$ cat src/rtl/apr_pkg.sv
// ----------------------------------------------------------------------------
// Audio level meter package
// Shared widths, constants and the run snapshot passed from front to back.
// ----------------------------------------------------------------------------
`default_nettype none

package apr_pkg;

  localparam int SampleBits = 24;
  localparam int ThrW       = 24;
  localparam logic [ThrW-1:0] ThrReset = 24'd8304722;

  // Squares are kept with 30 fractional bits.
  localparam int SqFrac = 30;
  localparam int FullFrac = 2 * (SampleBits - 1);
  localparam int SqRsh = (FullFrac >= SqFrac) ? FullFrac - SqFrac : 0;
  localparam int SqLsh = (FullFrac >= SqFrac) ? 0 : SqFrac - FullFrac;
  localparam int SqW   = 2 * SampleBits - SqRsh + SqLsh;

  localparam int SumW = 64;
  localparam int CntW = 32;

  // log2 results: 6 integer bits, 16 fraction bits.
  localparam int TopW = 6;
  localparam int FracW = 16;
  localparam int LogW = TopW + FracW;

  // Signed level in Q.16 and dB conversion.
  localparam int LvlW  = 24;
  localparam int NegW  = LvlW - 1;
  localparam int KW    = 27;
  localparam int ProdW = NegW + KW;
  localparam logic [KW-1:0] DbK = 27'd101008905;

  localparam int DbW = 17;
  localparam logic signed [DbW-1:0] DbSilent = -17'sd25600;
  localparam logic signed [DbW-1:0] DbFloor  = -17'sd40960;
  localparam int DbFloorMag = 40960;

  typedef struct packed {
    logic [SampleBits-1:0] peak;
    logic [SumW-1:0]       sum;
    logic [CntW-1:0]       total;
    logic [CntW-1:0]       clipped;
    logic                  overflow;
  } snap_t;

  typedef enum logic [1:0] {
    OP_PEAK = 2'd0,
    OP_SUM  = 2'd1,
    OP_TOT  = 2'd2
  } op_e;

endpackage

`default_nettype wire

$ cat src/rtl/apr_front.sv
// ----------------------------------------------------------------------------
// Level meter front end
// Takes samples, squares them and accumulates the run statistics.
// ----------------------------------------------------------------------------
`default_nettype none

module apr_front import apr_pkg::*; (
  input  wire logic                         clk_i,
  input  wire logic                         rst_ni,
  input  wire logic                         push_i,
  output      logic                         full_o,
  input  wire logic signed [SampleBits-1:0] sample_i,
  input  wire logic                         last_i,
  input  wire logic                         cfg_we_i,
  input  wire logic [ThrW-1:0]              cfg_wdata_i,
  output      logic                         snap_wr_o,
  output      snap_t                        snap_o,
  input  wire logic                         snap_full_i
);

  logic [ThrW-1:0] thr_q;

  logic                  v1_q, last1_q, clip1_q;
  logic [SampleBits-1:0] mag1_q;
  logic [SqW-1:0]        sq1_q;

  logic [SampleBits-1:0] peak_q, peak_d;
  logic [SumW-1:0]       sum_q, sum_d;
  logic [CntW-1:0]       tot_q, tot_d, clp_q, clp_d;
  logic                  ovf_q, ovf_d;

  logic                  stall, accept, fire;
  logic [SampleBits-1:0] mag;
  logic [63:0]           sq_full;
  logic                  clip;
  logic [SumW:0]         sum_ext;

  always_comb begin
    mag = sample_i[SampleBits-1] ? SampleBits'(-sample_i) : SampleBits'(sample_i);
    sq_full = (64'(mag) * 64'(mag)) >> SqRsh;
    clip = ((64'(mag) << 23) >= (64'(thr_q) << (SampleBits - 1)));
  end

  assign stall  = v1_q & last1_q & snap_full_i;
  assign full_o = stall;
  assign accept = push_i & ~stall;
  assign fire   = v1_q & ~stall;

  always_comb begin
    peak_d  = (mag1_q > peak_q) ? mag1_q : peak_q;
    sum_ext = {1'b0, sum_q} + (SumW+1)'(sq1_q);
    sum_d   = sum_ext[SumW] ? '1 : sum_ext[SumW-1:0];
    tot_d   = (tot_q == '1) ? tot_q : tot_q + CntW'(1);
    ovf_d   = ovf_q | (tot_q == '1);
    clp_d   = (clip1_q && clp_q != '1) ? clp_q + CntW'(1) : clp_q;
  end

  assign snap_wr_o = fire & last1_q;
  always_comb begin
    snap_o.peak     = peak_d;
    snap_o.sum      = sum_d;
    snap_o.total    = tot_d;
    snap_o.clipped  = clp_d;
    snap_o.overflow = ovf_d;
  end

  always_ff @(posedge clk_i or negedge rst_ni) begin
    if (!rst_ni) begin
      thr_q <= ThrReset;
    end else if (cfg_we_i) begin
      thr_q <= cfg_wdata_i;
    end
  end

  // Square stage.
  always_ff @(posedge clk_i or negedge rst_ni) begin
    if (!rst_ni) begin
      v1_q <= 1'b0;
    end else if (!stall) begin
      v1_q <= accept;
    end
  end

  always_ff @(posedge clk_i) begin
    if (accept) begin
      last1_q <= last_i;
      clip1_q <= clip;
      mag1_q  <= mag;
      sq1_q   <= SqW'(sq_full << SqLsh);
    end
  end

  // Accumulate stage; a last sample hands the totals over and clears them.
  always_ff @(posedge clk_i or negedge rst_ni) begin
    if (!rst_ni) begin
      peak_q <= '0;
      sum_q  <= '0;
      tot_q  <= '0;
      clp_q  <= '0;
      ovf_q  <= 1'b0;
    end else if (fire) begin
      if (last1_q) begin
        peak_q <= '0;
        sum_q  <= '0;
        tot_q  <= '0;
        clp_q  <= '0;
        ovf_q  <= 1'b0;
      end else begin
        peak_q <= peak_d;
        sum_q  <= sum_d;
        tot_q  <= tot_d;
        clp_q  <= clp_d;
        ovf_q  <= ovf_d;
      end
    end
  end

endmodule

`default_nettype wire

$ cat config.mk
export PLATFORM = sky130hd
export DESIGN_NAME = apr_front
export DESIGN_NICKNAME = d
export VERILOG_FILES = /design/src/rtl/apr_pkg.sv /design/src/rtl/apr_front.sv
export SDC_FILE = /design/constraint.sdc
export NUM_CORES = 2
export LEC_CHECK = 0
export BUFFER_PORTS_ARGS = -buffer_cell sky130_fd_sc_hd__buf_2
export CAP_MARGIN = 20
export CELL_PAD_IN_SITES_DETAIL_PLACEMENT = 0
export CELL_PAD_IN_SITES_GLOBAL_PLACEMENT = 2
export CORE_MARGIN = 2
export CORE_UTILIZATION = 30
export DETAILED_ROUTE_END_ITERATION = 8
export PLACE_DENSITY = 0.76
export SKIP_LAST_GASP = 1
export SYNTH_ARGS = -nofsm -noshare
export SYNTH_HDL_FRONTEND = slang
export SYNTH_SLANG_ARGS = --single-unit
$ cat constraint.sdc
create_clock -name clk_i -period 3.7 [get_ports clk_i]
set_input_delay 0.185 -clock clk_i [delete_from_list [all_inputs] [get_ports clk_i]]
set_output_delay 0.185 -clock clk_i [all_outputs]
set_load 0.05 [all_outputs]
Yosys cells after proc, flatten, opt, wreduce, memory -nomap -nowiden
Index checks and enable logic that the tools add are counted.
{ "classes": {"n_bitwise": 7, "n_eq_ne": 2, "mux": 10, "multipliers": 1, "add_sub_neg": 4, "reduce_logical": 1, "order_cmp": 2} }
{ "op_table": {"columns": ["op", "count"], "rows": [
  ["$mux W32", 4],
  ["$mux W64", 2],
  ["$mux W24", 3],
  ["$add A64 B32 Y65", 1],
  ["$add A32 B1 Y32 const B", 2],
  ["$mul A24 B24 Y48", 1],
  ["$ge A47 B47 Y1", 1],
  ["$eq A32 B32 Y1 const B", 1],
  ["$ne A32 B32 Y1 const B", 1],
  ["$gt A24 B24 Y1", 1],
  ["$neg A24 Y24", 1],
  ["$and A1 B1 Y1", 5],
  ["$logic_and A1 B1 Y1", 1],
  ["$mux W1", 1],
  ["$not A1 Y1", 1],
  ["$or A1 B1 Y1", 1]
]} }
{ "word_totals": {"ff_bits": 236, "elab_cells": 38} }

Depth between registers and ports, before layout
{ "logic_depth": {"word_depth": 5, "mapped_depth": 38, "depth_no_buf": 34} }

Least setup slack after synthesis
Ideal clock, no wire load.
{ "synth_path": {"kind": "input -> register", "start": "in sample_i[0]", "end": "reg sq1_q[31] (data pin)", "n_path_buf": 3, "required_time_ns": 3.440, "setup_slack_ns": -5.231, "t_arrival_ns": 8.671, "stages": 33, "path_cell_list": "clkbuf_1 > inv_1 > clkbuf_1 > ha_1 > nand3b_1 > or3_1 > or3_1 > o41a_1 > xnor2_1 > inv_2 > clkbuf_1 > nand2_1 > fa_1 > inv_1 > fa_1 > fa_1 > inv_1 > fa_1 > inv_1 > fa_1 > fa_1 > fa_1 > ha_1 > a21oi_1 > o21ai_0 > o31ai_1 > a21oi_1 > a41oi_1 > a21oi_1 > a221oi_1 > o311ai_0 > a21oi_1 > xnor2_1"} }
{ "synth_via": {"elab_chain_cells": 3} }
{ "synth_lines": {"columns": ["element", "line", "text"], "rows": [
  ["start: declaration", "apr_front.sv:12", "input wire logic signed [SampleBits-1:0] sample_i,"],
  ["$neg A24 Y24", "apr_front.sv:39", "mag = sample_i[SampleBits-1] ? SampleBits'(-sample_i) : SampleBits'(sample_i);"],
  ["$mux W24", "apr_front.sv:39", null],
  ["named net mag[20]", "apr_front.sv:33", "logic [SampleBits-1:0] mag;"],
  ["$mul A24 B24 Y48", "apr_front.sv:40", "sq_full = (64'(mag) * 64'(mag)) >> SqRsh;"],
  ["named net sq_full[31]", "apr_front.sv:34", "logic [63:0] sq_full;"],
  ["end signal: assignment", "apr_front.sv:89", "sq1_q <= SqW'(sq_full << SqLsh);"],
  ["end: declaration", "apr_front.sv:25", "logic [SqW-1:0] sq1_q;"]
]} }
The timed path passes the listed nets, and every way through them passes these cells.
A chain may end at the register's enable or synchronous reset.

Worst setup path in the final report
{ "layout_path": {"start": "in sample_i[8]", "end": "reg sq1_q[29] (data pin)"} }
{ "layout_via": {"elab_chain_cells": 3} }
{ "layout_lines": {"columns": ["element", "line"], "rows": [
  ["$neg A24 Y24", "apr_front.sv:39"],
  ["$mux W24 *", "apr_front.sv:39"],
  ["$mul A24 B24 Y48 *", "apr_front.sv:40"],
  ["named net sq_full[29]", "apr_front.sv:34"]
]} }
Mark *: on every way through the listed nets, which the timed path passes. The rest lies on a longest branch.

==> flow_summary.toml <==
[setup_path]
required_ps = 4010
critical_path.max_fanout = 4
crit_type = "in -> reg"
crit_path_end_kind = "register"
path_delay_family = "adder cells"
slowest_delay_ps = 540
path_common_cell = "fa_1"
path_buf_inv = 9
cp_slowest_cell = "or4_4"
cp_data_arrival_time_ps = 8150
cp-start-kind = "input port"

[global_routing]
grt_pass1_wl_um = 160000
track_usage_pct = 19.8
grt_pass1_vias = 27700
grt_overflow = 0
grt_max_degree = 84
grt_antenna_before_repair = 5

[routing]
drt_iter0_markers = 1412
ant_nets = 0
drc = 0
wl_per_cell_um = 18.5
wirelength_um = 102000
drtPass1Iterations = 5
vias = 25800
via_per_inst = 4.68

[clocking]
insertion_delay_ps = 560
root_buffer = "clkbuf_16"
clk_pin_slew_ps = 60
cts.sinks = 236
cts-buffers-inserted = 34
cts_buffer_depth = 3
htree_num_levels = 2
cts_tree = "done"

[floorplanning]
io_pins = 209
start_util_pct = 30.4
die_area_um2 = 104000
die_w_um = 323
core_area_um2 = 100000
rows = 116
fp.dieH_um = 323

[placed_design]
numPortBuffers = 208
postPlaceCellArea_um2 = 36800
dpl.hpwl_um = 79100
gp_congestion = 0.886

[synth]
synth_cells = 3381
synthTopCellsByCount = "inv_1, fa_1, nand2_1"
yosys.area.top_type_share_pct = 28.2
yosysTopAreaCell = "fa_1"
synthArstFlopShare_pct = 75.4
synth_most_common_cell = "inv_1"
yosysSeqAreaShare_pct = 20.4
avgSynthCellArea_um2 = 9.02
synth.ff_latch_count = 236
synth_edf_count = 58
synth_area_leaders = "fa_1, dfrtp_1, ha_1"
netlist-cell-type-count = 82
netlist_area_um2 = 30500
synth_ff_type = "dfrtp_1"
yosys_warnings = 0

[run_status]
violations = "negative setup slack"
status = "finished, violations left"

[job]
max_cap_viol_count = 0

[timing]
grt_setup_unrepaired = "true"
relSlewSlack_pct = 44.5
fin_skew_ps = 34.3
worst_pin_slew_ps = 833
maxSlewViolCount = 0
fmax_mhz = 127
finalHoldViolCount = 0
setup_ws_ps = -4140
period_share_pct = 212
period_needed_ps = 7840
setup-violations-final = 96

[hold_path]
min_path_type = "in -> reg"

[cells_and_area]
regArea_um2 = 6220
drive_above_1_share_pct = 31.0
multi_input_area_um2 = 24000
stdcell_area_um2 = 42700
n_fill_cell = 9984
area_growth_syn_to_layout_pct = 39.9
fin_nets = 4862
placed cells by master (no fill, tap or decap), types with 21 or more instances in the layout:
| master | instances |
|---|---|
| nand4_1 | 35 |
| buf_2 | 116 |
| buf_6 | 65 |
| a32o_1 | 22 |
| dfrtp_1 | 158 |
| dlygate4sd3_1 | 28 |
| nand2_1 | 331 |
| fa_1 | 415 |
| ha_1 | 219 |
| nand2_4 | 43 |
| a22o_1 | 43 |
| xnor2_2 | 25 |
| a21o_1 | 58 |
| a21oi_1 | 115 |
| nor2_1 | 187 |
| edfxtp_1 | 58 |
| nor3_1 | 27 |
| buf_12 | 35 |
| clkbuf_16 | 36 |
| o21ai_0 | 121 |
| nand3_1 | 40 |
| inv_2 | 35 |
| buf_4 | 533 |
| inv_1 | 619 |
| a21oi_2 | 23 |
| xnor2_1 | 73 |
| xor2_1 | 48 |
| buf_8 | 46 |
| nor2b_1 | 21 |
| ha_4 | 27 |
cells by family (layout without fill, tap and decap cells):
logic type	Yosys count	count (layout)	share of synthesized area [%]
other cells	2	20	0.0246
fa+ha+maj	677	677	38.3
xor+xnor	173	173	4.99
flops	236	236	20.4
simple gates	912	912	13.7
buf+inv	805	1563	10.0
compound gates	552	553	11.7
mux	24	24	0.804
sequential cells by signal, indices dropped and copies added (netlist names):
register	flops
clp_q	32
tot_q	32
peak_q	24
clip1_q	1
ovf_q	1
sq1_q	32
mag1_q	24
thr_q	24
sum_q	64
last1_q	1
v1_q	1
final cells by class:
| cell class | instances | share of cell area (%) |
|---|---|---|
| Clock inverter | 12 | 0.208 |
| Sequential cell | 236 | 14.6 |
| Multi-Input combinational cell | 2357 | 56.2 |
| Tap cell | 1357 | 3.98 |
| Clock buffer | 49 | 2.27 |
| Inverter | 666 | 5.92 |
| Antenna cell | 2 | 0.0117 |
| Timing Repair Buffer | 836 | 16.8 |
worst reg2reg max path, delay by kind of cell (launching register included):
family,cells,cell delay [ps]
buffers and inverters,7,900
flip-flops,1,360
AO/OA/AOI/OAI,8,1510
adder cells (fa/ha/maj),2,610
AND/OR/NAND/NOR,1,130
worst paths after layout:
kind	end	cells past startpoint	slack, ps	start
setup / recovery	sq1_q[29]	32	-4140	sample_i[8]
hold / removal	thr_q[4]	3	210	cfg_we_i
setup reg to reg	sum_q[51]	18	70	sum_q[0]
hold reg to reg	peak_q[16]	1	490	peak_q[16]
max in group asynchronous	sum_q[9]	3	2460	rst_ni
min in group asynchronous	clp_q[11]	2	250	rst_ni
per-layer routing:
metal / part of all wire, % / track usage (%)
met5: 0.013 / 0
met4: 1.7 / 3.42
met3: 4.3 / 2.74
met2: 49 / 34.7
met1: 44 / 26.2
metrics by stage:
stage          utilization (%)  setup TNS [ps]  hold slack [ps]  setup slack, ps  std cells
2_1_floorplan                -         -122870             -111            -4280       3397
3_5_place_dp              36.6         -145900              315            -4960       5275
4_1_cts                   41.0         -131730              172            -4090       5464
6_report                  42.5         -133620              205            -4140       5515
5_1_grt                   42.5         -147620              243            -4390       5514
3_3_place_gp              36.6         -145450              314            -4990       5275
timing repair:
| action | CTS | global route |
|---|---|---|
| gates resized for setup | 503 | 268 |
| endpoints found under the setup margin | 130 | 145 |
| pin swaps | 154 | 105 |
| setup buffers | 97 | 65 |
| hold endpoints to repair | 107 | 0 |
| hold buffers | 28 | 0 |
| gates cloned | 9 | 1 |
Power is left out: the tool's default activity adds up to more than one toggle a clock period on the data nets, which glitch-free logic cannot reach.
