--- config.mk ---
export PLATFORM = sky130hd
export DESIGN_NAME = apr_back
export DESIGN_NICKNAME = d
export VERILOG_FILES = /design/src/rtl/apr_pkg.sv /design/src/rtl/apr_log2.sv /design/src/rtl/apr_back.sv
export SDC_FILE = /design/constraint.sdc
export NUM_CORES = 2
export LEC_CHECK = 0
export BUFFER_PORTS_ARGS = -buffer_cell sky130_fd_sc_hd__buf_2
export CAP_MARGIN = 40
export CORE_AREA = 2 2 414 416
export CTS_CLUSTER_DIAMETER = 200
export CTS_CLUSTER_SIZE = 28
export DETAILED_ROUTE_END_ITERATION = 10
export DIE_AREA = 0 0 416 418
export MAX_ROUTING_LAYER = met4
export PLACE_DENSITY = 0.64
export SYNTH_ARGS = -nofsm -noshare
export SYNTH_HDL_FRONTEND = slang
export SYNTH_HIERARCHICAL = 1
export SYNTH_SLANG_ARGS = --single-unit
--- constraint.sdc ---
create_clock -name clk_i -period 51.4 [get_ports clk_i]
set_input_delay 7.71 -clock clk_i [delete_from_list [all_inputs] [get_ports clk_i]]
set_output_delay 7.71 -clock clk_i [all_outputs]
set_load 0.03 [all_outputs]
--- src/rtl/apr_pkg.sv ---
// ----------------------------------------------------------------------------
// Audio level meter package
// Shared widths, constants and the run snapshot passed from front to back.
// ----------------------------------------------------------------------------
`default_nettype none

package apr_pkg;

  localparam int SampleBits = 24;
  localparam int ThrW       = 24;
  localparam logic [ThrW-1:0] ThrReset = 24'd8304722;

  // Squares are kept with 30 fractional bits.
  localparam int SqFrac = 30;
  localparam int FullFrac = 2 * (SampleBits - 1);
  localparam int SqRsh = (FullFrac >= SqFrac) ? FullFrac - SqFrac : 0;
  localparam int SqLsh = (FullFrac >= SqFrac) ? 0 : SqFrac - FullFrac;
  localparam int SqW   = 2 * SampleBits - SqRsh + SqLsh;

  localparam int SumW = 64;
  localparam int CntW = 32;

  // log2 results: 6 integer bits, 16 fraction bits.
  localparam int TopW = 6;
  localparam int FracW = 16;
  localparam int LogW = TopW + FracW;

  // Signed level in Q.16 and dB conversion.
  localparam int LvlW  = 24;
  localparam int NegW  = LvlW - 1;
  localparam int KW    = 27;
  localparam int ProdW = NegW + KW;
  localparam logic [KW-1:0] DbK = 27'd101008905;

  localparam int DbW = 17;
  localparam logic signed [DbW-1:0] DbSilent = -17'sd25600;
  localparam logic signed [DbW-1:0] DbFloor  = -17'sd40960;
  localparam int DbFloorMag = 40960;

  typedef struct packed {
    logic [SampleBits-1:0] peak;
    logic [SumW-1:0]       sum;
    logic [CntW-1:0]       total;
    logic [CntW-1:0]       clipped;
    logic                  overflow;
  } snap_t;

  typedef enum logic [1:0] {
    OP_PEAK = 2'd0,
    OP_SUM  = 2'd1,
    OP_TOT  = 2'd2
  } op_e;

endpackage

`default_nettype wire

--- src/rtl/apr_log2.sv ---
// ----------------------------------------------------------------------------
// Level meter log2 unit
// Normalizes one bit a cycle, then squares once per fraction bit.
// ----------------------------------------------------------------------------
`default_nettype none

module apr_log2 import apr_pkg::*; (
  input  wire logic              clk_i,
  input  wire logic              rst_ni,
  input  wire logic              start_i,
  input  wire logic [SumW-1:0]   value_i,
  output      logic              busy_o,
  output      logic              done_o,
  output      logic [LogW-1:0]   result_o
);

  typedef enum logic [2:0] {
    L_IDLE = 3'b001,
    L_NORM = 3'b010,
    L_ITER = 3'b100
  } lstate_e;

  lstate_e          st_q;
  logic [SumW-1:0]  v_q;
  logic [TopW-1:0]  top_q;
  logic [FracW-1:0] frac_q;
  logic [3:0]       bit_q;
  logic [31:0]      y_q;
  logic             done_q;
  logic [63:0]      prod;

  assign prod     = 64'(y_q) * 64'(y_q);
  assign busy_o   = (st_q != L_IDLE);
  assign done_o   = done_q;
  assign result_o = {top_q, frac_q};

  always_ff @(posedge clk_i or negedge rst_ni) begin
    if (!rst_ni) begin
      st_q   <= L_IDLE;
      done_q <= 1'b0;
    end else begin
      done_q <= 1'b0;
      unique case (st_q)
        L_IDLE: if (start_i) st_q <= L_NORM;
        L_NORM: if (v_q[SumW-1]) st_q <= L_ITER;
        L_ITER: begin
          if (bit_q == 4'd0) begin
            st_q   <= L_IDLE;
            done_q <= 1'b1;
          end
        end
        default: st_q <= L_IDLE;
      endcase
    end
  end

  always_ff @(posedge clk_i) begin
    unique case (st_q)
      L_IDLE: begin
        v_q    <= value_i;
        top_q  <= TopW'(SumW - 1);
        frac_q <= '0;
        bit_q  <= 4'd15;
      end
      L_NORM: begin
        if (v_q[SumW-1]) begin
          y_q <= v_q[SumW-1:SumW-32];
        end else begin
          v_q   <= v_q << 1;
          top_q <= top_q - TopW'(1);
        end
      end
      L_ITER: begin
        // A square of two or more sets this bit and is halved.
        if (prod[63]) begin
          frac_q[bit_q] <= 1'b1;
          y_q <= prod[63:32];
        end else begin
          y_q <= prod[62:31];
        end
        bit_q <= bit_q - 4'd1;
      end
      default: ;
    endcase
  end

endmodule

`default_nettype wire

--- src/rtl/apr_back.sv ---
// ----------------------------------------------------------------------------
// Level meter back end
// Turns run totals into dB levels and holds the result for the reader.
// ----------------------------------------------------------------------------
`default_nettype none

module apr_back import apr_pkg::*; (
  input  wire logic                  clk_i,
  input  wire logic                  rst_ni,
  input  wire snap_t                 snap_i,
  input  wire logic                  snap_empty_i,
  output      logic                  snap_rd_o,
  output      logic                  empty_o,
  input  wire logic                  pop_i,
  output      logic signed [DbW-1:0] peak_db_o,
  output      logic signed [DbW-1:0] rms_db_o,
  output      logic [CntW-1:0]       clips_o,
  output      logic                  clip_flag_o,
  output      logic                  count_saturated_o
);

  typedef enum logic [7:0] {
    S_IDLE  = 8'b00000001,
    S_START = 8'b00000010,
    S_RUN   = 8'b00000100,
    S_DBP   = 8'b00001000,
    S_DBP2  = 8'b00010000,
    S_DBR   = 8'b00100000,
    S_DBR2  = 8'b01000000,
    S_OUT   = 8'b10000000
  } state_e;

  localparam int PeakOff = (SampleBits - 1) * 65536;
  localparam int RmsOff  = SqFrac * 65536;

  state_e                st_q;
  op_e                   op_q;
  snap_t                 snap_q;
  logic [LogW-1:0]       lp_q, ls_q, lt_q;
  logic [ProdW-1:0]      prod_q;
  logic signed [DbW-1:0] pdb_q, rdb_q;
  logic                  out_v_q;

  logic                  log_start, log_busy, log_done;
  logic [SumW-1:0]       log_val;
  logic [LogW-1:0]       log_res;
  logic signed [LvlW-1:0] lvl_p, lvl_r;
  logic [NegW-1:0]       neg_p, neg_r;
  logic                  load_out;

  function automatic logic signed [DbW-1:0] to_db(input logic [ProdW-1:0] p,
                                                  input logic shift33);
    logic [ProdW:0] s;
    logic [ProdW:0] r;
    s = shift33 ? ({1'b0, p} + ((ProdW+1)'(1) << 32))
                : ({1'b0, p} + ((ProdW+1)'(1) << 31));
    r = shift33 ? (s >> 33) : (s >> 32);
    if (r >= (ProdW+1)'(DbFloorMag)) begin
      return DbFloor;
    end
    return -$signed(DbW'(r));
  endfunction

  apr_log2 u_log2 (
    .clk_i    (clk_i),
    .rst_ni   (rst_ni),
    .start_i  (log_start),
    .value_i  (log_val),
    .busy_o   (log_busy),
    .done_o   (log_done),
    .result_o (log_res)
  );

  always_comb begin
    log_val = snap_q.sum;
    case (op_q)
      OP_PEAK: log_val = SumW'(snap_q.peak);
      OP_TOT:  log_val = SumW'(snap_q.total);
      default: log_val = snap_q.sum;
    endcase
  end

  assign log_start = (st_q == S_START) &&
                     !(op_q == OP_PEAK && snap_q.peak == '0) &&
                     !(op_q == OP_SUM && snap_q.sum == '0);

  always_comb begin
    lvl_p = $signed({2'b00, lp_q}) - $signed(LvlW'(PeakOff));
    lvl_r = $signed({2'b00, ls_q}) - $signed({2'b00, lt_q}) - $signed(LvlW'(RmsOff));
    neg_p = lvl_p[LvlW-1] ? NegW'(-lvl_p) : '0;
    neg_r = lvl_r[LvlW-1] ? NegW'(-lvl_r) : '0;
  end

  assign snap_rd_o = (st_q == S_IDLE) && !snap_empty_i;
  assign load_out  = (st_q == S_OUT) && (!out_v_q || pop_i);
  assign empty_o   = ~out_v_q;

  always_ff @(posedge clk_i or negedge rst_ni) begin
    if (!rst_ni) begin
      st_q    <= S_IDLE;
      op_q    <= OP_PEAK;
      out_v_q <= 1'b0;
    end else begin
      if (load_out) begin
        out_v_q <= 1'b1;
      end else if (pop_i) begin
        out_v_q <= 1'b0;
      end
      unique case (st_q)
        S_IDLE: begin
          if (!snap_empty_i) begin
            st_q <= S_START;
            op_q <= OP_PEAK;
          end
        end
        S_START: begin
          if (log_start) begin
            st_q <= S_RUN;
          end else if (op_q == OP_PEAK) begin
            op_q <= OP_SUM;
          end else begin
            st_q <= S_DBP;
          end
        end
        S_RUN: begin
          if (log_done) begin
            case (op_q)
              OP_PEAK: begin
                op_q <= OP_SUM;
                st_q <= S_START;
              end
              OP_SUM: begin
                op_q <= OP_TOT;
                st_q <= S_START;
              end
              default: st_q <= S_DBP;
            endcase
          end
        end
        S_DBP:  st_q <= S_DBP2;
        S_DBP2: st_q <= S_DBR;
        S_DBR:  st_q <= S_DBR2;
        S_DBR2: st_q <= S_OUT;
        S_OUT:  if (load_out) st_q <= S_IDLE;
        default: st_q <= S_IDLE;
      endcase
    end
  end

  always_ff @(posedge clk_i) begin
    if (snap_rd_o) begin
      snap_q <= snap_i;
    end
    if (st_q == S_RUN && log_done) begin
      case (op_q)
        OP_PEAK: lp_q <= log_res;
        OP_SUM:  ls_q <= log_res;
        default: lt_q <= log_res;
      endcase
    end
    if (st_q == S_DBP) prod_q <= ProdW'(neg_p) * ProdW'(DbK);
    if (st_q == S_DBR) prod_q <= ProdW'(neg_r) * ProdW'(DbK);
    if (st_q == S_DBP2) begin
      pdb_q <= (snap_q.peak == '0) ? DbSilent : to_db(prod_q, 1'b0);
    end
    if (st_q == S_DBR2) begin
      rdb_q <= (snap_q.sum == '0) ? DbSilent : to_db(prod_q, 1'b1);
    end
    if (load_out) begin
      peak_db_o         <= pdb_q;
      rms_db_o          <= rdb_q;
      clips_o           <= snap_q.clipped;
      clip_flag_o       <= (snap_q.clipped != '0);
      count_saturated_o <= snap_q.overflow;
    end
  end

`ifndef SYNTHESIS
  a_start_idle: assert property (@(posedge clk_i) disable iff (!rst_ni)
    log_start |-> !log_busy) else $error("log2 started while busy");
  a_done_in_run: assert property (@(posedge clk_i) disable iff (!rst_ni)
    log_done |-> st_q == S_RUN) else $error("log2 finished outside a run");
  a_out_hold: assert property (@(posedge clk_i) disable iff (!rst_ni)
    (out_v_q && !pop_i) |=> out_v_q && $stable(rms_db_o))
    else $error("held result changed");
`endif

endmodule

`default_nettype wire
Word level (Yosys, flattened, before mapping)
Index checks and enable logic that the tools add are counted.
Widths: inputs -> output; s select.
{ "classes": {"n_addsub": 11, "n_mul": 3, "n_div": 0, "magnitude_cmp": 4, "n_eq_ne": 25, "shift": 0, "muxes": 46, "bitwise_logic": 3, "n_reduce_logical": 34} }
{ "ops": {"columns": ["op", "count"], "rows": [
  ["$pmux 64 s2", 2],
  ["$mul 23x27->50 const B", 2],
  ["$mux 50", 2],
  ["$mux 17", 4],
  ["$logic_not 64->1", 1],
  ["$mul 32x32->64", 1],
  ["$mux 32", 2],
  ["$mux 64", 1],
  ["$pmux 32 s2", 1],
  ["$pmux 8 s8", 1],
  ["$add 50x32->51 const B", 1],
  ["$add 50x33->51 const B", 1],
  ["$mux 23", 2],
  ["$neg 23->23", 2],
  ["$mux 8", 5],
  ["$neg 17->17", 2],
  ["$pmux 16 s2", 1],
  ["$reduce_bool 32->1", 1],
  ["$logic_not 24->1", 1],
  ["$sub 23x22->24 const B", 1],
  ["$sub 22x21->23 const B", 1],
  ["$sub 22x22->23", 1],
  ["$ge 19x16->1 const B", 1],
  ["$ge 18x16->1 const B", 1],
  ["other kinds (46)", 88]
]} }
{ "word_totals": {"regBits": 508, "latch_bits": 0, "ram_bits": 0, "rom_bits": 0, "inputBits": 157, "out_inout_bits": 70, "wordCells": 153, "mem_count": 0} }

Longest topological paths before layout
{ "depth": {"depth_word": 7, "ltp_mapped": 40, "ltp_nobuf": 39} }

Modules after synthesis
The synthesis kept the hierarchy.
{ "modules_own_cells": {"columns": ["mod", "instances", "cells_each", "area_per_inst_um2", "seq_area_each_um2"], "rows": [
  ["apr_log2", 1, 3710, 35146.2, 3764.9],
  ["apr_back", 1, 2732, 30631.9, 10486.3]
]} }

Worst setup path before layout
Ideal clock, no wire load.
{ "synth_timing": {"path_kind": "input to output", "startpoint": "input port snap_empty_i", "endpoint": "output port snap_rd_o", "t_arrival_ps": 23237, "t_required_ps": 43690, "slack_ps": 20453, "stages": 2, "n_path_buf": 0, "cell_sequence": "nor2_1 -> nor4bb_1"} }
{ "synth_via": {"elab_chain_len": 2} }
{ "synth_rtl": {"columns": ["item", "line", "source"], "rows": [
  ["start: declaration", "apr_back.sv:11", "input wire logic snap_empty_i,"],
  ["$logic_not 1->1", null, null],
  ["$logic_and 1x1->1", "apr_back.sv:94", "assign snap_rd_o = (st_q == S_IDLE) && !snap_empty_i;"],
  ["end: declaration", "apr_back.sv:12", "output logic snap_rd_o,"]
]} }
No other way between the ends.

Worst setup path after layout
Ends and elaborated chain as after synthesis.

==> results.sh <==
export IMPL_final_cell_mix="inv_1, fa_1, ha_1"
export IMPL_setup_violations=0
export IMPL_clk_pin_slew_worst_paths_ns=0.10
export IMPL_vias=44850
export IMPL_p_per_area_mw_per_mm2=30.78
export IMPL_rows=151
export IMPL_maxCapViolations=0
export IMPL_intPower_uw=1129
export IMPL_synth_cells=6442
export IMPL_ir_drop_mv=0.06333
export IMPL_track_usage_pct=20.13
export IMPL_min_period_ns=17.00
export IMPL_synth_main_ff_cell="edfxtp_1"
export IMPL_p_clk_share_pct=9.1
export IMPL_slew_violations=0
export IMPL_syn_to_final_growth_pct=6.633
export IMPL_final_common_cell="inv_1"
export IMPL_power_total_uw=2159
export IMPL_nFillCells=16280
export IMPL_path_cells="buf_2 > nor2_1 > nor4bb_4 > buf_4 > buf_2"
export IMPL_cpMostUsedCell="buf_2"
export IMPL_worstPathRequired_ns=43.69
export IMPL_p_comb_share_pct=64.4
export IMPL_seqPwrFrac_pct=26.5
export IMPL_cts_path_max_buffers=3
export IMPL_critPathMaxFanout=40
export IMPL_p_sw_share_pct=47.71
export IMPL_clock_skew_ns=0.04315
export IMPL_grt_overflow=0
export IMPL_grt_pass1_vias=48080
export IMPL_timing_final_crit_share_pct=33.07
export IMPL_remaining_drc_errors=0
export IMPL_synth_edf_count=462
export IMPL_crit_start="snap_empty_i"
export IMPL_async_reset_ff_share_pct=3.145
export IMPL_worst_path_max_delay_cell="buf_4"
export IMPL_nets=8569
export IMPL_multi_input_area_mm2=0.04546
export IMPL_dp_worst_setup_slack_ns=34.43
export IMPL_arrival_ns=9.29
export IMPL_worst_setup_path_start_kind="primary input"
export IMPL_relSlewSlack_pct=40.83
export IMPL_worstMarginPinSlew_ns=0.8875
export IMPL_post_cts_repair_setup_buffers=0
export IMPL_initial_core_util_pct=38.90
export IMPL_min_delay_path_class="flop to flop"
export IMPL_wl_um=167300
export IMPL_cts_root_buf="clkbuf_16"
export IMPL_hpwlAfterDp_um=134400
export IMPL_dieWidth_um=416
export IMPL_avgSynthCellArea_um2=10.21
export IMPL_avgViaCountPerCell=5.103
export IMPL_grt_max_degree=98
export IMPL_synth_warnings=6
export IMPL_io_buffers=226
export IMPL_placed_area_mm2=0.06955
export IMPL_setup_tns_ns=0
export IMPL_grt_first_pass_wirelength_um=267900
export IMPL_hold_viol_final=0
export IMPL_grt_antenna_before_repair=5
export IMPL_dieArea_mm2=0.1739
export IMPL_clkLatencyLatePin_ns=0.57
export IMPL_rsz0062_at_grt="false"
export IMPL_p_leak_uw=0.03477
export IMPL_hold_path_startpoint="pdb_q[11]"
export IMPL_design_area_mm2=0.07014
export IMPL_die_height_um=418
export IMPL_ctsHtreeMaxLevel=1
export IMPL_synth_seq_cells=477
export IMPL_status="completed"
export IMPL_yosysSeqAreaShare_pct=21.67
export IMPL_ys_types=93
export IMPL_seqCellArea_mm2=0.01425
export IMPL_post_drt_wl_per_cell_um=19.03
export IMPL_dr_pass1_iters=6
export IMPL_holdBufCountCts=0
export IMPL_drt_initial_drc_count=2837
export IMPL_clock_sinks=477
export IMPL_switchingPower_uw=1030
export IMPL_drtAntennaViolNets=0
export IMPL_layout_setup_ws_ns=34.40
export IMPL_cp_slowest_stage_delay_ns=0.52
export IMPL_ios=227
export IMPL_core_area_mm2=0.1691
export IMPL_rr_startpoint="ls_q[0]"
export IMPL_criticalPathCategory="primary input to primary output"
export IMPL_drive_gt1_share_pct=6.061
export IMPL_post_cts_resized=0
export IMPL_synth_area_mm2=0.06578
export IMPL_worstSetupEndpointType="primary output"
export IMPL_numCtsBuffers=21
export IMPL_routabilityCongestion=0.9666
export IMPL_cts_tree="done"
export IMPL_fmax_ghz=0.05882
-- cell families after synthesis --
logic type | after synthesis | share of synthesized area [%]
fa+ha+maj | 1851 | 46.86
flops | 477 | 21.67
xor+xnor | 224 | 2.994
compound gates | 634 | 6.251
simple gates | 1564 | 11.97
buf+inv | 1632 | 9.355
mux | 59 | 0.9016
other cells | 1 | 0.005701
-- path summary, 6_finish.rpt --
check / endpoint / slack [ns] / depth (start not counted)
max in group asynchronous: st_q[0] / 44.04 / 1
min in group asynchronous: st_q[7] / 7.04 / 1
setup reg to reg: prod_q[48] / 40.21 / 36
setup / recovery: snap_rd_o / 34.40 / 5
hold / removal: peak_db_o[11] / 0.43 / 0
hold reg to reg: peak_db_o[11] / 0.43 / 0
-- power by group through the flow --
stage / clock network, µW / logic (µW) / registers, µW
floorplan: 0 / 994 / 584
global placement: 0 / 1360 / 578
detailed placement: 0 / 1370 / 579
CTS: 201 / 1380 / 571
global route: 215 / 1540 / 578
finish: 197 / 1390 / 572
-- metrics by stage --
stage               std cells  util, %  hold slack [ns]
finish                   8789    41.48           0.4275
global route             8788    41.48           0.4327
CTS                      8785    41.47           0.4292
detailed placement       8756    41.13           0.4045
global placement         8745    41.06           0.4012
floorplan                6447        -           0.4003
-- routing by layer --
metal	up-vias	part of all wire [%]	GRT usage, %
met1	22900	42	25.56
met3	203	4.7	1.909
met4	0	2.8	4.888
met2	958	51	34.66
li1	20790	-	-
met5	-	0	-
-- Yosys cell counts, types with 8 or more instances --
master    count  area, µm²
a31o_2       19      166.4
a21o_1       74      555.5
clkbuf_1    191      716.9
o21bai_1     23      172.7
nor3_1       58      290.3
and3_1       38      237.7
dfrtp_1      13      325.3
ha_1        830      10380
o21ai_0     147      735.7
xnor2_1     122       1069
nand3_1      63      315.3
xor2_1      101      884.6
or2_2        20      125.1
a211o_1       9      78.83
o211ai_1     22      165.2
nor4_1       47      294.0
inv_1      1426       5353
a31oi_1      30      187.7
or3_1        24      150.1
a41oi_1       8      70.07
nand2b_1     26      162.7
buf_2         9      45.04
a211oi_1     20      150.1
nand4_1      49      306.5
a21oi_1     176      880.8
nor2b_1      36      225.2
nand3b_1     73      548.0
mux2i_1      57      570.6
edfxtp_1    462      13870
nand2_1     588       2207
fa_1       1021      20440
a22o_1        8      70.07
nor2_1      209      784.5
and2_1      287       1795
o21a_1       17      127.6
and4_1       10      87.58
-- final cells by class --
class                   instances  area share (%)
clock inverters                 1         0.04281
repair buffers                296           2.426
flip-flops and latches        477           20.32
clock buffers                  28          0.7867
diodes                          4         0.01427
multi-input cells            4338           64.82
inverters                    1427           7.637
well taps                    2218           3.957
-- critical path: cells and delay by family --
family,cells,cell delay [ns]
simple gates,2,0.60
buf+inv,3,0.94
-- state kept, by name (all words and copies together), names as in the netlist, 8 cells and up --
name and count:
snap_q 153, u_log2/v_q 64, clips_o 32, u_log2/y_q 32
lp_q 22, ls_q 22, lt_q 22, prod_q 19
pdb_q 17, peak_db_o 17, rdb_q 17, rms_db_o 17
u_log2/frac_q 16, st_q 8
Power figures use the tool's default switching activity.
