$ cat config.mk
export PLATFORM = sky130hd
export DESIGN_NAME = apr_fifo
export DESIGN_NICKNAME = d
export VERILOG_FILES = /design/src/rtl/apr_pkg.sv /design/src/rtl/apr_fifo.sv
export SDC_FILE = /design/constraint.sdc
export NUM_CORES = 1
export LEC_CHECK = 0
export ABC_CLOCK_PERIOD_IN_PS = 8600
export BUFFER_PORTS_ARGS = -buffer_cell sky130_fd_sc_hd__buf_2
export CAP_MARGIN = 40
export CORE_MARGIN = 1
export CORE_UTILIZATION = 50
export CTS_CLUSTER_DIAMETER = 100
export DETAILED_ROUTE_END_ITERATION = 10
export MAX_ROUTING_LAYER = met4
export PLACE_DENSITY = 0.8
export SETUP_SLACK_MARGIN = 0.02
export SYNTH_ARGS = -nofsm -noshare
export SYNTH_HDL_FRONTEND = slang
export SYNTH_SLANG_ARGS = --single-unit
$ cat constraint.sdc
create_clock -name clk_i -period 8.6 [get_ports clk_i]
set_clock_uncertainty 0.05 [all_clocks]
set_input_delay 0.86 -clock clk_i [delete_from_list [all_inputs] [get_ports clk_i]]
set_output_delay 0.86 -clock clk_i [all_outputs]
set_load 0.1 [all_outputs]
$ cat src/rtl/apr_pkg.sv
// ----------------------------------------------------------------------------
// Audio level meter package
// Shared widths, constants and the run snapshot passed from front to back.
// ----------------------------------------------------------------------------
`default_nettype none

package apr_pkg;

  localparam int SampleBits = 24;
  localparam int ThrW       = 24;
  localparam logic [ThrW-1:0] ThrReset = 24'd8304722;

  // Squares are kept with 30 fractional bits.
  localparam int SqFrac = 30;
  localparam int FullFrac = 2 * (SampleBits - 1);
  localparam int SqRsh = (FullFrac >= SqFrac) ? FullFrac - SqFrac : 0;
  localparam int SqLsh = (FullFrac >= SqFrac) ? 0 : SqFrac - FullFrac;
  localparam int SqW   = 2 * SampleBits - SqRsh + SqLsh;

  localparam int SumW = 64;
  localparam int CntW = 32;

  // log2 results: 6 integer bits, 16 fraction bits.
  localparam int TopW = 6;
  localparam int FracW = 16;
  localparam int LogW = TopW + FracW;

  // Signed level in Q.16 and dB conversion.
  localparam int LvlW  = 24;
  localparam int NegW  = LvlW - 1;
  localparam int KW    = 27;
  localparam int ProdW = NegW + KW;
  localparam logic [KW-1:0] DbK = 27'd101008905;

  localparam int DbW = 17;
  localparam logic signed [DbW-1:0] DbSilent = -17'sd25600;
  localparam logic signed [DbW-1:0] DbFloor  = -17'sd40960;
  localparam int DbFloorMag = 40960;

  typedef struct packed {
    logic [SampleBits-1:0] peak;
    logic [SumW-1:0]       sum;
    logic [CntW-1:0]       total;
    logic [CntW-1:0]       clipped;
    logic                  overflow;
  } snap_t;

  typedef enum logic [1:0] {
    OP_PEAK = 2'd0,
    OP_SUM  = 2'd1,
    OP_TOT  = 2'd2
  } op_e;

endpackage

`default_nettype wire

$ cat src/rtl/apr_fifo.sv
// ----------------------------------------------------------------------------
// Level meter snapshot queue
// Two-entry queue of run totals between the front and back ends.
// ----------------------------------------------------------------------------
`default_nettype none

module apr_fifo import apr_pkg::*; (
  input  wire logic  clk_i,
  input  wire logic  rst_ni,
  input  wire logic  wr_i,
  input  wire snap_t data_i,
  output      logic  full_o,
  input  wire logic  rd_i,
  output      snap_t data_o,
  output      logic  empty_o
);

  snap_t      mem_q [2];
  logic       wp_q, rp_q;
  logic [1:0] cnt_q;

  assign full_o  = (cnt_q == 2'd2);
  assign empty_o = (cnt_q == 2'd0);
  assign data_o  = mem_q[rp_q];

  always_ff @(posedge clk_i) begin
    if (wr_i) begin
      mem_q[wp_q] <= data_i;
    end
  end

  always_ff @(posedge clk_i or negedge rst_ni) begin
    if (!rst_ni) begin
      wp_q  <= 1'b0;
      rp_q  <= 1'b0;
      cnt_q <= 2'd0;
    end else begin
      if (wr_i) wp_q <= ~wp_q;
      if (rd_i) rp_q <= ~rp_q;
      cnt_q <= cnt_q + 2'(wr_i) - 2'(rd_i);
    end
  end

`ifndef SYNTHESIS
  a_no_overrun: assert property (@(posedge clk_i) disable iff (!rst_ni)
    wr_i |-> !full_o) else $error("snapshot queue written while full");
  a_no_underrun: assert property (@(posedge clk_i) disable iff (!rst_ni)
    rd_i |-> !empty_o) else $error("snapshot queue read while empty");
  a_count_up: assert property (@(posedge clk_i) disable iff (!rst_ni)
    (wr_i && !rd_i) |=> cnt_q == $past(cnt_q) + 2'd1)
    else $error("snapshot queue count did not follow a write");
`endif

endmodule

`default_nettype wire

* Word-level counts from Yosys, hierarchy flattened
Memories as Yosys holds them, arrays and structs flattened.
Cells that the tools add are included.
** Word-level totals
- Flip-flop bits (word level) :: 4
- Memories kept :: 1
- Output and inout bits :: 155
- Memory bits (writable) :: 306
** Operators by class
- Add/sub/neg operators :: 2
- Bitwise gates (word level) :: 2
- Multiplexer cells :: 2
- Equality and inequality tests :: 1
- Reductions and logical operators :: 1
** Memories
- mem_q :: depth 2, bits a word 153, read ports 1, clocked after memory_dff 0, write ports 1, line apr_fifo.sv:18 : snap_t mem_q [2];
** Operator list (number)
- $add 2x1->2 :: 1
- $eq 2x2->1 const B :: 1
- $logic_not 2->1 :: 1
- $mux 1 :: 2
- $not 1->1 :: 2
- $sub 2x1->2 :: 1

* Longest topological paths before layout
Gate-level depths: netlist of the first run.
- Word-level depth :: 2
- Mapped depth :: 5
- Mapped depth without buffers :: 5

* Worst setup path before layout of the first run
No wires, ideal clock.
- Path type :: input port to flip-flop
- From :: input wr_i
- To :: memory mem_q[0][0] in the netlist's numbering (enable)
- Arrival time :: 7476 ps
- Stages :: 1
- Data required time :: 7864 ps
- Path slack :: 388 ps
- Path buffers :: 0
- Path through :: nor2b_1
** On the way
- Longest elaborated chain between the ends :: 2
** RTL lines
- start: declaration :: line apr_fifo.sv:10 : input wire logic wr_i,
- $mux 1 :: line apr_fifo.sv:27 : if (wr_i) begin
- $mux 1 (implied by the code) :: line apr_fifo.sv:28 : mem_q[wp_q] <= data_i;
- end: declaration :: line apr_fifo.sv:18
No other way between the ends.

==> run_summary.xml, run 1 <==
<?xml version="1.0" encoding="UTF-8"?>
<metrics>
  <group name="routing">
    <metric name="drtAntennaViolNets" unit="">0</metric>
    <metric name="initialDrtViolationCount" unit="">297</metric>
    <metric name="drt-pass1-iter-count" unit="">4</metric>
    <metric name="drt_wl_total" unit="mm">21.0</metric>
    <metric name="post-route-drc-count" unit="">0</metric>
    <metric name="route.vias.total" unit="">5720</metric>
    <metric name="detail_route.vias_per_cell" unit="">5.03</metric>
    <metric name="detail_route.wl_per_cell" unit="um">18.5</metric>
  </group>
  <group name="clock_tree">
    <metric name="cts_inserted_buffers" unit="">31</metric>
    <metric name="tritoncts" unit="">done</metric>
    <metric name="cts_root_buffer" unit="">clkbuf_16</metric>
    <metric name="ctsHoldBuffers" unit="">0</metric>
    <metric name="clk-insertion-delay-late" unit="ps">540</metric>
    <metric name="ctsResizeCount" unit="">0</metric>
    <metric name="tritoncts_num_sinks" unit="">310</metric>
    <metric name="max-clock-path-buffers" unit="">3</metric>
    <metric name="worst_setup_hold_path_clk_slew" unit="ps">60</metric>
    <metric name="postCtsSetupRepairBufs" unit="">0</metric>
    <metric name="htree_num_levels" unit="">1</metric>
  </group>
  <group name="floorplan">
    <metric name="coreArea" unit="um2">22600</metric>
    <metric name="fp.dieArea" unit="um2">23500</metric>
    <metric name="die_y" unit="um">153</metric>
    <metric name="initial_utilization" unit="%">50.8</metric>
    <metric name="ioPinCount" unit="">312</metric>
    <metric name="die_outline_width" unit="um">153</metric>
    <metric name="fp-row-count" unit="">55</metric>
  </group>
  <group name="critical_path">
    <metric name="worstReg2RegStart" unit="">wp_q</metric>
    <metric name="critical_path.max_stage_delay" unit="ps">970</metric>
    <metric name="crit_path_end_kind" unit="">output pin</metric>
    <metric name="data_arrival_time_of_the_critical_path" unit="ps">3090</metric>
    <metric name="cp.buffers_inverters" unit="">2</metric>
    <metric name="crit_chain" unit="">buf_4, mux2_2, buf_2</metric>
    <metric name="critical_path_required" unit="ps">7690</metric>
    <metric name="worst_r2r_path_depth" unit="">3</metric>
    <metric name="cp_top_family" unit="">buffers and inverters</metric>
    <metric name="cpMaxStageDelayCell" unit="">dfrtp_4</metric>
    <metric name="startpoint_type" unit="">flop</metric>
    <metric name="path_class" unit="">reg -&gt; out</metric>
    <metric name="reg2reg_slack" unit="ps">6530</metric>
    <metric name="crit_fanout" unit="">63</metric>
    <metric name="reg2reg_to" unit="">mem_q[0][121]</metric>
  </group>
  <group name="placement">
    <metric name="io_buffers" unit="">311</metric>
    <metric name="post-dp-hpwl" unit="mm">14.0</metric>
    <metric name="gpl.final_weighted_congestion" unit="">0.716</metric>
  </group>
  <group name="synthesis">
    <metric name="synth_cell_type_count" unit="">13</metric>
    <metric name="synth_top_cell_area_share" unit="%">80.1</metric>
    <metric name="fraction_of_the_mapped_netlist_area_in_compound_gates" unit="%">0</metric>
    <metric name="syn_nets" unit="">650</metric>
    <metric name="synth_area_leader_cell" unit="">edfxtp_1</metric>
    <metric name="synth.yosys.warnings" unit="">0</metric>
    <metric name="synth-edff-count" unit="">306</metric>
    <metric name="synth-xor-area-share" unit="%">0.360</metric>
    <metric name="postSynthAreaPerCell" unit="um2">23.4</metric>
    <metric name="ys_async_sr_fraction" unit="%">1.29</metric>
    <metric name="cell_with_the_most_instances_after_synthesis" unit="">edfxtp_1</metric>
    <metric name="synth_top_family_by_area" unit="">multiplexers</metric>
    <metric name="synthFlopType" unit="">edfxtp_1</metric>
    <metric name="muxShareOfSynthArea" unit="%">17.0</metric>
    <metric name="netlist_area" unit="um2">11500</metric>
    <metric name="synth_fa_ha_area_share" unit="%">0.218</metric>
    <metric name="netlist_top_cells_area" unit="">edfxtp_1 80%, mux2_2 9.1%, mux2_4 7.9%</metric>
    <metric name="synth_sequential_area_ratio" unit="%">81.0</metric>
    <metric name="synth_seq_cells" unit="">310</metric>
    <metric name="synth_simple_gate_area_share" unit="%">0.196</metric>
    <metric name="synth_cells" unit="">491</metric>
    <metric name="synthTopCellsByCount" unit="">306 x edfxtp_1, 93 x mux2_2, 60 x mux2_4</metric>
  </group>
  <group name="sta">
    <metric name="fin_setup_tns" unit="ps">0</metric>
    <metric name="period_needed" unit="ps">4000</metric>
    <metric name="finalHoldViolCount" unit="">0</metric>
    <metric name="portion_of_the_clock_cycle_consumed_by_the_worst_path_in_the_final_layout" unit="%">46.6</metric>
    <metric name="tightestPinTransition" unit="ps">876</metric>
    <metric name="clock.fmax" unit="GHz">0.250</metric>
    <metric name="final-max-slew-violation-count" unit="">0</metric>
    <metric name="rsz0062_at_grt" unit="">false</metric>
    <metric name="setup_viol" unit="">0</metric>
    <metric name="worst_slew_margin_rel" unit="%">41.6</metric>
  </group>
  <group name="layout">
    <metric name="layout-drive-gt1-share" unit="%">60.6</metric>
    <metric name="area_delta_synth_final" unit="%">25.3</metric>
    <metric name="layout.filler_cells" unit="">1585</metric>
    <metric name="antenna-diode-count" unit="">0</metric>
    <metric name="final_net_count" unit="">987</metric>
  </group>
  <group name="grt">
    <metric name="grt_antenna_before_repair" unit="">0</metric>
    <metric name="globalRouteTotalUtil" unit="%">18.0</metric>
    <metric name="globalRouteOverflowTotal" unit="">0</metric>
    <metric name="grt_max_degree" unit="">64</metric>
    <metric name="grt_pass1_wl" unit="mm">31.6</metric>
    <metric name="grt_pass1_vias" unit="">5953</metric>
  </group>
  <group name="run_status">
    <metric name="run_status" unit="">finished clean</metric>
  </group>
  <group name="flow_run">
    <metric name="drv_cap" unit="">0</metric>
  </group>
  <group name="worst_hold_path">
    <metric name="timing.hold.worst.class" unit="">in -&gt; async</metric>
  </group>
</metrics>
cell families after synthesis:
group | Yosys count
fa+ha+maj | 2
mux | 153
buf+inv | 19
flops | 310
xor+xnor | 3
simple gates | 4
registers in the layout, indices dropped and copies added (netlist names):
register,cells
mem_q,306
wp_q,1
rp_q,1
cnt_q,2
layout make-up:
cell class / instances / area, um2 / share of cell area (%)
clock buffer: 46 / 872 / 6.07
clock inverter: 11 / 77.6 / 0.540
inverter: 2 / 7.51 / 0.0523
multi-input combinational: 162 / 2050 / 14.2
sequential: 310 / 9290 / 64.7
tap: 285 / 357 / 2.48
timing repair buffer: 321 / 1710 / 11.9
worst max path at each step:
stage	slack (ps)	end	cells past startpoint	startpoint
3_5_place_dp	5120	data_o[109]	3	rp_q
5_1_grt	4400	data_o[103]	3	rp_q
2_1_floorplan	390	mem_q[0][0]	1	wr_i
6_report	4600	data_o[20]	3	rp_q
4_1_cts	4530	data_o[65]	3	rp_q
3_3_place_gp	5110	data_o[103]	3	rp_q
metal layers:
| metal | up-vias | wire (um) | track usage [%] |
|---|---|---|---|
| li1 | 2635 | - | - |
| met1 | 2792 | 8310 | 21.4 |
| met2 | 255 | 10700 | 30.6 |
| met3 | 38 | 1630 | 4.68 |
| met4 | 0 | 416 | 4.24 |
| met5 | - | 0 | - |
per-stage QoR:
| stage | cell area, um2 | utilization [%] | instances | setup WS (ps) | hold WS [ps] |
|---|---|---|---|---|---|
| floorplan | 11500 | - | 491 | 388 | 405 |
| global placement | 13300 | 58.9 | 1076 | 5110 | 479 |
| detailed placement | 13400 | 59.4 | 1080 | 5120 | 502 |
| CTS | 14400 | 63.6 | 1137 | 4530 | 32.8 |
| global route | 14400 | 63.6 | 1137 | 4400 | 38.6 |
| finish | 14400 | 63.6 | 1137 | 4600 | 57.9 |
layout by cell type (no fill, tap or decap):
cell type   synthesis  final
xor2_1              2      2
mux2_2             93     93
clkinv_1            0      7
clkinv_2            0      1
ha_1                2      2
and2_4              0      1
clkbuf_16           0     31
nor2b_1             2      1
mux2_4             60     60
edfxtp_1          306    306
buf_16              0      4
inv_6               0      1
clkbuf_1            0     11
xor3_1              1      1
buf_4               0      6
bufinv_16           0      1
dfrtp_1             4      3
dfrtp_4             0      1
clkbuf_8            0      4
buf_2               9    311
nor2_1              1      1
inv_1               2      2
nor2b_4             0      1
clkinvlp_4          0      1
Power of run 1 is not shown: default switching activity piles up to over one toggle a cycle in this logic, so the estimate is an artifact.
==> inputs of run 2 (changes only) <==
--- a/config.mk
+++ b/config.mk
@@ -5,7 +5,8 @@
 export SDC_FILE = /design/constraint.sdc
 export NUM_CORES = 1
 export LEC_CHECK = 0
-export ABC_CLOCK_PERIOD_IN_PS = 8600
+export ABC_AREA = 1
+export ABC_CLOCK_PERIOD_IN_PS = 4200
 export BUFFER_PORTS_ARGS = -buffer_cell sky130_fd_sc_hd__buf_2
 export CAP_MARGIN = 40
 export CORE_MARGIN = 1
@@ -13,7 +14,7 @@
 export CTS_CLUSTER_DIAMETER = 100
 export DETAILED_ROUTE_END_ITERATION = 10
 export MAX_ROUTING_LAYER = met4
-export PLACE_DENSITY = 0.8
+export PLACE_DENSITY = 0.79
 export SETUP_SLACK_MARGIN = 0.02
 export SYNTH_ARGS = -nofsm -noshare
 export SYNTH_HDL_FRONTEND = slang
==> constraint.sdc (replaced) <==
create_clock -name clk_i -period 4.2 [get_ports clk_i]
set_clock_uncertainty 0.05 [all_clocks]
set_input_delay 0.42 -clock clk_i [delete_from_list [all_inputs] [get_ports clk_i]]
set_output_delay 0.42 -clock clk_i [all_outputs]
set_load 0.1 [all_outputs]
==> run_summary.xml, run 2 <==
<?xml version="1.0" encoding="UTF-8"?>
<metrics>
  <group name="run_status">
    <metric name="run_status" unit="">finished clean</metric>
  </group>
  <group name="layout">
    <metric name="layout-drive-gt1-share" unit="%">37.4</metric>
    <metric name="flip_flop_count_of_the_largest_register_all_copies_and_words_added" unit="">306</metric>
    <metric name="area_delta_synth_final" unit="%">24.6</metric>
    <metric name="final_net_count" unit="">1322</metric>
    <metric name="layout.cells.most_common_list" unit="">311 x buf_2, 306 x edfxtp_1, 159 x inv_1, 159 x nand2_1, 80 x o21ai_2</metric>
    <metric name="final_non_filler_cell_total" unit="">1509</metric>
    <metric name="registers.top_by_ff_count" unit="">mem_q</metric>
    <metric name="final_common_cell" unit="">buf_2</metric>
    <metric name="registers_with_the_most_flip_flops" unit="">mem_q: 306 flops, cnt_q: 2 flops</metric>
    <metric name="layout.filler_cells" unit="">1760</metric>
  </group>
  <group name="critical_path">
    <metric name="crit_chain" unit="">buf_16, buf_12, nand2_1, o21ai_2, buf_2</metric>
    <metric name="crit_fanout" unit="">61</metric>
    <metric name="critical_path.max_stage_delay" unit="ps">530</metric>
    <metric name="reg2reg_slack" unit="ps">2280</metric>
    <metric name="path_class" unit="">reg -&gt; out</metric>
    <metric name="worst_r2r_path_depth" unit="">3</metric>
    <metric name="cpMaxStageDelayCell" unit="">dfrtp_4</metric>
    <metric name="data_arrival_time_of_the_critical_path" unit="ps">2470</metric>
    <metric name="worstReg2RegStart" unit="">wp_q</metric>
    <metric name="crit_path_end_kind" unit="">output pin</metric>
    <metric name="critical_path_required" unit="ps">3730</metric>
    <metric name="reg2reg_to" unit="">mem_q[1][56]</metric>
    <metric name="startpoint_type" unit="">flop</metric>
    <metric name="cp_top_family" unit="">buffers and inverters</metric>
    <metric name="cp.buffers_inverters" unit="">3</metric>
  </group>
  <group name="grt">
    <metric name="grt_pass1_wl" unit="mm">34.9</metric>
    <metric name="globalRouteTotalUtil" unit="%">19.0</metric>
    <metric name="grt_antenna_before_repair" unit="">5</metric>
    <metric name="grt_max_degree" unit="">93</metric>
    <metric name="globalRouteOverflowTotal" unit="">0</metric>
    <metric name="grt_pass1_vias" unit="">7047</metric>
  </group>
  <group name="floorplan">
    <metric name="ioPinCount" unit="">312</metric>
    <metric name="fp.dieArea" unit="um2">24400</metric>
    <metric name="coreArea" unit="um2">23400</metric>
    <metric name="initial_utilization" unit="%">50.9</metric>
    <metric name="fp-row-count" unit="">56</metric>
    <metric name="die_y" unit="um">156</metric>
    <metric name="die_outline_width" unit="um">156</metric>
  </group>
  <group name="placement">
    <metric name="post-dp-hpwl" unit="mm">15.1</metric>
    <metric name="gpl.final_weighted_congestion" unit="">0.771</metric>
    <metric name="preCtsSetupSlack" unit="ps">1840</metric>
    <metric name="io_buffers" unit="">311</metric>
    <metric name="dp_cells" unit="">1430</metric>
  </group>
  <group name="clock_tree">
    <metric name="ctsHoldBuffers" unit="">18</metric>
    <metric name="clk-insertion-delay-late" unit="ps">540</metric>
    <metric name="cts_inserted_buffers" unit="">31</metric>
    <metric name="ctsResizeCount" unit="">0</metric>
    <metric name="max-clock-path-buffers" unit="">3</metric>
    <metric name="tritoncts_num_sinks" unit="">310</metric>
    <metric name="cts_root_buffer" unit="">clkbuf_16</metric>
    <metric name="tritoncts" unit="">done</metric>
    <metric name="worst_setup_hold_path_clk_slew" unit="ps">60</metric>
    <metric name="htree_num_levels" unit="">1</metric>
    <metric name="postCtsSetupRepairBufs" unit="">0</metric>
  </group>
  <group name="flow_run">
    <metric name="drv_cap" unit="">0</metric>
  </group>
  <group name="synthesis">
    <metric name="synth_seq_cells" unit="">310</metric>
    <metric name="synth_top_cell_area_share" unit="%">77.1</metric>
    <metric name="synth_cell_type_count" unit="">15</metric>
    <metric name="synth-edff-count" unit="">306</metric>
    <metric name="ys_async_sr_fraction" unit="%">1.29</metric>
    <metric name="synth_cells" unit="">824</metric>
    <metric name="netlist_top_cells_area" unit="">edfxtp_1 77%, o21ai_2 5.9%, inv_1 5.0%</metric>
    <metric name="synth.yosys.warnings" unit="">0</metric>
    <metric name="syn_nets" unit="">983</metric>
    <metric name="synth_sequential_area_ratio" unit="%">78.0</metric>
    <metric name="synth-xor-area-share" unit="%">0.147</metric>
    <metric name="synthFlopType" unit="">edfxtp_1</metric>
    <metric name="synth_simple_gate_area_share" unit="%">5.15</metric>
    <metric name="muxShareOfSynthArea" unit="%">0</metric>
    <metric name="postSynthAreaPerCell" unit="um2">14.5</metric>
    <metric name="synth_area_leader_cell" unit="">edfxtp_1</metric>
    <metric name="cell_with_the_most_instances_after_synthesis" unit="">edfxtp_1</metric>
    <metric name="synth_top_family_by_area" unit="">compound AO/OA/AOI/OAI gates</metric>
    <metric name="synth_fa_ha_area_share" unit="%">0.210</metric>
    <metric name="synthTopCellsByCount" unit="">306 x edfxtp_1, 160 x inv_1, 159 x nand2_1</metric>
    <metric name="netlist_area" unit="um2">11900</metric>
    <metric name="fraction_of_the_mapped_netlist_area_in_compound_gates" unit="%">8.95</metric>
  </group>
  <group name="sta">
    <metric name="portion_of_the_clock_cycle_consumed_by_the_worst_path_in_the_final_layout" unit="%">70.0</metric>
    <metric name="clock.fmax" unit="GHz">0.340</metric>
    <metric name="period_needed" unit="ps">2940</metric>
    <metric name="rsz0062_at_grt" unit="">false</metric>
    <metric name="final_critical_path_setup_slack" unit="ps">1260</metric>
    <metric name="setup_viol" unit="">0</metric>
    <metric name="tightestPinTransition" unit="ps">861</metric>
    <metric name="final-max-slew-violation-count" unit="">0</metric>
    <metric name="worst_slew_margin_rel" unit="%">42.6</metric>
    <metric name="finalHoldViolCount" unit="">0</metric>
    <metric name="fin_setup_tns" unit="ps">0</metric>
    <metric name="hold_ws" unit="ps">24.7</metric>
  </group>
  <group name="routing">
    <metric name="initialDrtViolationCount" unit="">390</metric>
    <metric name="route.vias.total" unit="">7246</metric>
    <metric name="post-route-drc-count" unit="">0</metric>
    <metric name="detail_route.wl_per_cell" unit="um">15.6</metric>
    <metric name="detail_route.vias_per_cell" unit="">4.80</metric>
    <metric name="drt_wl_total" unit="mm">23.5</metric>
    <metric name="drt-pass1-iter-count" unit="">5</metric>
    <metric name="drtAntennaViolNets" unit="">0</metric>
  </group>
  <group name="worst_hold_path">
    <metric name="whs_endpoint" unit="">mem_q[1][129]</metric>
    <metric name="worstHoldPathCells" unit="">1</metric>
    <metric name="worst_hold_startpoint" unit="">data_i[129]</metric>
    <metric name="timing.hold.worst.class" unit="">in -&gt; reg</metric>
  </group>
</metrics>
run 2: worst reg2reg max path: stages (launching register included):
cell	delay, ps
dfrtp_1	420
nand2_1	130
inv_6	420
buf_4	530
run 2: cell type report:
| type | instances | area [um2] | area share, % |
|---|---|---|---|
| clock inverters | 16 | 101 | 0.682 |
| inverters | 160 | 606 | 4.08 |
| clock buffers | 39 | 806 | 5.43 |
| well taps | 319 | 399 | 2.69 |
| repair buffers | 340 | 1900 | 12.8 |
| diodes | 5 | 12.5 | 0.0843 |
| multi-input cells | 320 | 1730 | 11.6 |
| flip-flops and latches | 310 | 9290 | 62.6 |
run 2: routing by layer:
metal  up-vias  global-route usage, %  routed length (um)
li1       3511                      -                   -
met1      3396                   20.5                8540
met2       277                   33.3               12400
met3        62                   4.18                1650
met4         0                   9.01                 922
met5         -                      -                   0
run 2: per-stage QoR:
step | cell area (um2) | utilization (%)
after global placement | 13700 | 58.6
after CTS | 14800 | 63.4
after floorplan | 11900 | -
after global routing | 14900 | 63.5
after detailed placement | 13700 | 58.7
final | 14900 | 63.5
run 2: cells by family (layout without fill, tap and decap cells):
group | count (synthesis) | in the layout
simple gates | 163 | 163
xor+xnor | 2 | 2
other cells | 0 | 5
compound gates | 153 | 153
buf+inv | 194 | 555
flops | 310 | 310
fa+ha+maj | 2 | 2
run 2: how the worst max path moves through the flow:
stage	to	cells past startpoint	slack [ps]	from
floorplan	mem_q[1][0]	2	210	wr_i
CTS	data_o[89]	5	1210	rp_q
detailed placement	data_o[89]	5	1840	rp_q
global route	data_o[89]	5	1140	rp_q
global placement	data_o[29]	4	1600	rp_q
finish	data_o[77]	5	1260	rp_q
Power of run 2 is left out for the same reason.
